<file path="src/design/rppa_pkg.sv">
`default_nettype none
package rppa_pkg;

  localparam int PAGE_SHIFT = 12;
  localparam int PN_W       = 20;
  localparam int DUMP_MAX   = 64;

  localparam logic [1:0] KIND_FREE  = 2'd0;
  localparam logic [1:0] KIND_ALLOC = 2'd1;
  localparam logic [1:0] KIND_DUMP  = 2'd2;

  localparam logic [2:0] ST_OK       = 3'd0;
  localparam logic [2:0] ST_NO_FREE  = 3'd1;
  localparam logic [2:0] ST_BAD_ADDR = 3'd2;
  localparam logic [2:0] ST_FULL     = 3'd3;
  localparam logic [2:0] ST_TOO_MANY = 3'd4;

  localparam logic REG_LOWEST = 1'b0;
  localparam logic REG_LIMIT  = 1'b1;

  localparam logic [19:0] LOWEST_RST = 20'd0;
  localparam logic [20:0] LIMIT_RST  = 21'd57344;

  typedef struct packed {
    logic [1:0]  kind;
    logic [31:0] page_address;
    logic [31:0] random_value;
    logic [6:0]  dump_count;
  } req_t;

  typedef struct packed {
    logic [2:0]  status;
    logic [31:0] frame_address;
    logic        last;
  } rsp_t;

  typedef struct packed {
    logic capture;
    logic decode_err;
    logic walk_clr;
    logic push;
    logic res_ok;
    logic rec_rd;
    logic rec_chk;
    logic rec_done;
    logic div_start;
    logic div_step;
    logic fl_get;
    logic fl_pick;
    logic fl_rd;
    logic fl_mv;
    logic alloc_done;
    logic dump_rd;
    logic dump_out;
    logic dump_next;
    logic emit;
  } cmd_t;

  typedef struct packed {
    logic [1:0] kind;
    logic       dec_err;
    logic       rec_empty;
    logic       rec_end;
    logic       div_last;
    logic       fl_end;
    logic       dump_last;
    logic       out_free;
  } sts_t;

endpackage
`default_nettype wire

</file>
<file path="src/design/rppa_ctrl.sv">
`default_nettype none
module rppa_ctrl (
  input  wire logic           clk,
  input  wire logic           rst,
  input  wire logic           req_valid,
  output logic                req_stall,
  input  wire rppa_pkg::sts_t sts,
  output rppa_pkg::cmd_t      cmd
);
  import rppa_pkg::*;

  typedef enum logic [11:0] {
    S_IDLE     = 12'b000000000001,
    S_DECODE   = 12'b000000000010,
    S_EMIT     = 12'b000000000100,
    S_REC_RD   = 12'b000000001000,
    S_REC_CHK  = 12'b000000010000,
    S_DIV      = 12'b000000100000,
    S_FL_GET   = 12'b000001000000,
    S_FL_PICK  = 12'b000010000000,
    S_FL_RD    = 12'b000100000000,
    S_FL_MV    = 12'b001000000000,
    S_DUMP_RD  = 12'b010000000000,
    S_DUMP_OUT = 12'b100000000000
  } state_t;

  state_t state;
  state_t state_next;

  assign req_stall = (state != S_IDLE);

  always_comb begin
    state_next = state;
    cmd        = '0;
    case (state)
      S_IDLE: begin
        if (req_valid) begin
          cmd.capture = 1'b1;
          state_next  = S_DECODE;
        end
      end
      S_DECODE: begin
        cmd.walk_clr = 1'b1;
        if (sts.dec_err) begin
          cmd.decode_err = 1'b1;
          state_next     = S_EMIT;
        end else begin
          case (sts.kind)
            KIND_FREE: begin
              cmd.push = 1'b1;
              if (sts.rec_empty) begin
                cmd.res_ok = 1'b1;
                state_next = S_EMIT;
              end else begin
                state_next = S_REC_RD;
              end
            end
            KIND_ALLOC: begin
              cmd.div_start = 1'b1;
              state_next    = S_DIV;
            end
            default: begin
              state_next = S_DUMP_RD;
            end
          endcase
        end
      end
      S_REC_RD: begin
        cmd.rec_rd = 1'b1;
        state_next = S_REC_CHK;
      end
      S_REC_CHK: begin
        cmd.rec_chk = 1'b1;
        if (sts.rec_end) begin
          cmd.rec_done = 1'b1;
          state_next   = S_EMIT;
        end else begin
          state_next = S_REC_RD;
        end
      end
      S_DIV: begin
        cmd.div_step = 1'b1;
        if (sts.div_last) begin
          state_next = S_FL_GET;
        end
      end
      S_FL_GET: begin
        cmd.fl_get = 1'b1;
        state_next = S_FL_PICK;
      end
      S_FL_PICK: begin
        cmd.fl_pick = 1'b1;
        state_next  = S_FL_RD;
      end
      S_FL_RD: begin
        if (sts.fl_end) begin
          cmd.alloc_done = 1'b1;
          state_next     = S_EMIT;
        end else begin
          cmd.fl_rd  = 1'b1;
          state_next = S_FL_MV;
        end
      end
      S_FL_MV: begin
        cmd.fl_mv  = 1'b1;
        state_next = S_FL_RD;
      end
      S_DUMP_RD: begin
        cmd.dump_rd = 1'b1;
        state_next  = S_DUMP_OUT;
      end
      S_DUMP_OUT: begin
        if (sts.out_free) begin
          cmd.dump_out = 1'b1;
          if (sts.dump_last) begin
            state_next = S_IDLE;
          end else begin
            cmd.dump_next = 1'b1;
            state_next    = S_DUMP_RD;
          end
        end
      end
      S_EMIT: begin
        if (sts.out_free) begin
          cmd.emit   = 1'b1;
          state_next = S_IDLE;
        end
      end
      default: begin
        state_next = S_IDLE;
      end
    endcase
  end

  always_ff @(posedge clk) begin
    if (rst) begin
      state <= S_IDLE;
    end else begin
      state <= state_next;
    end
  end

`ifndef ASSERT_OFF
  a_capture_idle: assert property (@(posedge clk) disable iff (rst)
    cmd.capture |=> state == S_DECODE)
    else $error("capture did not start decode");
  a_out_excl: assert property (@(posedge clk) disable iff (rst)
    !(cmd.emit && cmd.dump_out))
    else $error("two result loads in one cycle");
  a_div_len: assert property (@(posedge clk) disable iff (rst)
    state == S_FL_GET |-> $past(state) == S_DIV)
    else $error("pick without division");
`endif

endmodule
`default_nettype wire

</file>
<file path="config.mk">
export PLATFORM = sky130hd
export DESIGN_NAME = rppa_ctrl
export DESIGN_NICKNAME = d
export VERILOG_FILES = /design/src/design/rppa_pkg.sv /design/src/design/rppa_ctrl.sv
export SDC_FILE = /design/constraint.sdc
export NUM_CORES = 1
export LEC_CHECK = 0
export ABC_CLOCK_PERIOD_IN_PS = 3100
export BUFFER_PORTS_ARGS = -buffer_cell sky130_fd_sc_hd__buf_2
export CAP_MARGIN = 20
export CELL_PAD_IN_SITES_DETAIL_PLACEMENT = 1
export CELL_PAD_IN_SITES_GLOBAL_PLACEMENT = 2
export CORE_MARGIN = 10
export CORE_UTILIZATION = 27
export CTS_CLUSTER_DIAMETER = 50
export DETAILED_ROUTE_END_ITERATION = 10
export PLACE_DENSITY_LB_ADDON = 0.1
export SYNTH_ARGS = -nofsm -noshare
export SYNTH_HDL_FRONTEND = slang
export SYNTH_SLANG_ARGS = --single-unit
</file>
<file path="constraint.sdc">
create_clock -name clk -period 3.1 [get_ports clk]
set_input_delay 0.62 -clock clk [delete_from_list [all_inputs] [get_ports clk]]
set_output_delay 0.62 -clock clk [all_outputs]
set_load 0.05 [all_outputs]
</file>
==> run metrics <==
Synth Area in Simple Gates roughly half; Seq/Total Area, Yosys between 20% and 30%; Async S/R FF share, synth 0%; critical path depth 5; Antenna Cells 0; Leak between 0.5 and 0.6 nW; Multi-input gate area 651.9 µm²; CTS Buf Count 3; Tightest Pin Transition ~0.48 ns; endpoint class of the critical path output pin; Synth Register Bits 12; WL/cell around 16 µm; unrepaired setup endpoints after global routing no; Post-Synth XOR/XNOR Area around 4.8%; Final Wtd Congestion 0.8311; Worst Path Arrival between 2 and 2.5 ns; crit-path max cell delay between 0.5 and 0.6 ns; Top reg by flops state; I/O Pins 32; max FFs per register 12; row cnt 20; share of cells above drive strength 1 38.62%; Clk pin slew, worst setup/hold paths around 0.07 ns; final-report hold violation count 0; initial drt markers 54; Max-cap violations 0; mapped cell area 904.6 µm²; routed vias about 950; status finished clean; CP Max Fanout 7; count of cell types in the netlist slightly above 40; total power around 0.00044 W; core box area 3128 µm²; number of routed nets with antenna violations 0; setup_tns 0 ns; Slew Limit Fails 0; Adder-Cell Fraction of Synth Area 0%; largest net degree at the start of global routing 11; Fin Clk Skew 0.003922 ns; CP Buf/Inv Count 1; layout net count about 160; Post-Syn Nets 126; yosys warns 0; Initial DRT Pass Iterations 4; Vias/cell between 5 and 6; Worst R2R Path Depth 5; Initial Util slightly below 30%; first-pass GRT wire length just over 5 mm; Setup Viol. Count Final 0; largest family of logic cells by synthesized area simple AND/OR/NAND/NOR gates; element type at the critical path start flop; Overflow after GRT 0; PD cells between 300 and 400 nW/µm²; clock buffer depth 2; Port Buffer Count 31; Root Buffer clkbuf_4; headroom to the max-slew limit 68.17%; initial antenna violation count 0; Setup Buffers After CTS 0; HP Class flop to flop; fin crit period approximately 3 ns; Top Registers state: 12 flops; DP HPWL 2.509 mm; period utilization between 90% and 100%; Max IR drop VDD just over 0.2 mV; prevailing post-synth register cell dfxtp_1; hold buffers post-CTS 0; post-synthesis cell count ~110; clock latency on the worst-skew pair 0.27 ns; Die Width a little under 80 µm; CP max stage cell or4_4; EDFF count, synth 0; Syn Area/Cell ~8 µm²; Tot GR Track Use 10.08%; Die Ht approximately 78 µm; final WL slightly below 3 mm; Max Fclk roughly 330 MHz; Crit Path Class flop to output pin; CP dominant cell by count or4_4; Worst Path Required between 2 and 2.5 ns; DRC 0; post-synthesis mux area share under 10%; Seq. cell area ~240 µm²; vias in the first global route roughly 1,000; Fillers 395; hold path depth 2; CP Cell Sequence or4_4, or4_4, or3b_4, nor2_2, buf_6; DIE AREA around 6100 µm²; Top delay family on crit path simple AND/OR/NAND/NOR gates; Compound-Gate Fraction of Synth Area between 10 and 15%; CTS sink cnt 12; CTS tree done; htree depth 1; area grow syn2layout 30.43%
area by class of cell:
class	count	share of cell area [%]
Sequential cell	12	20.57
Timing Repair Buffer	34	15.80
Multi-Input combinational cell	93	55.25
Inverter	2	0.6363
Tap cell	44	4.666
Clock buffer	4	3.075
where the power goes:
part           switching (W)  internal, W  leakage (nW)
registers         0.00000941     0.000161        0.0982
clock network      0.0000539    0.0000714        0.0210
logic              0.0000976    0.0000509         0.420
total               0.000161     0.000283         0.539
cell usage in the layout (no fill, tap or decap), types with 3 or more instances in the layout:
cell type  Yosys  layout
xor2_1         4       4
and2_1         5       5
buf_2          2      29
nor2b_1        5       5
clkbuf_4       0       4
buf_4          1       3
nor2_1        13      12
nand2b_1       6       6
or4_4          4       4
dfxtp_1       12      10
nor4_1         4       4
nor3_1         7       6
a21oi_1        4       4
nand2_1        5       5
worst register-to-register path, delay by kind of cell (launching register included):
family	cells	cell delay [ns]
simple gates	4	1.41
flops	1	0.42
compound gates	1	0.23
stage by stage:
step / hold slack (ns) / area, µm² / setup slack (ns) / std cells / util, %
after floorplan: 0.5308 / 934.6 / -0.09583 / 114 / -
after global placement: 0.5629 / 1127 / 0.2776 / 185 / 36.04
after detailed placement: 0.5795 / 1127 / 0.2537 / 185 / 36.04
after CTS: 0.5471 / 1170 / 0.01279 / 189 / 37.40
after global routing: 0.5505 / 1180 / 0.01105 / 189 / 37.72
final: 0.5537 / 1180 / 0.09780 / 189 / 37.72
path summary, 6_finish.rpt:
check,start,end,slack [ns]
worst max register to register,state[10],state[8],0.93
worst min-delay path,state[6],state[7],0.55
worst max-delay path,state[6],cmd[6],0.1
worst min register to register,state[6],state[7],0.55
logic make-up (layout without fill, tap and decap cells):
kind of cell | after synthesis | after routing
xor+xnor | 5 | 5
buf+inv | 9 | 40
mux | 2 | 2
compound gates | 15 | 15
flops | 12 | 12
simple gates | 71 | 71
cell usage after synthesis (4+ instances only):
master / count / area, µm²
a21oi_1: 4 / 20.02
nand2b_1: 6 / 37.54
nor2_1: 13 / 48.80
nor4_1: 4 / 25.02
xor2_1: 4 / 35.03
dfxtp_1: 12 / 240.2
nor3_1: 7 / 35.03
nor3b_1: 4 / 30.03
and2_1: 5 / 31.28
nor2b_1: 5 / 31.28
nand2_1: 5 / 18.77
or4_4: 4 / 45.04
repair_timing:
action / in CTS / in global routing
gates resized for setup: 2 / 5
pin swaps: 1 / 0
setup endpoints to repair: 1 / 2
layer usage:
layer / GRT usage, % / routed length [µm] / vias up
met5: 0 / 0 / -
met4: 2.190 / 19 / 0
met1: 12.34 / 1420 / 448
met2: 16.09 / 1369 / 23
li1: - / - / 473
met3: 4.147 / 171 / 2
Power figures use the tool's default switching activity.
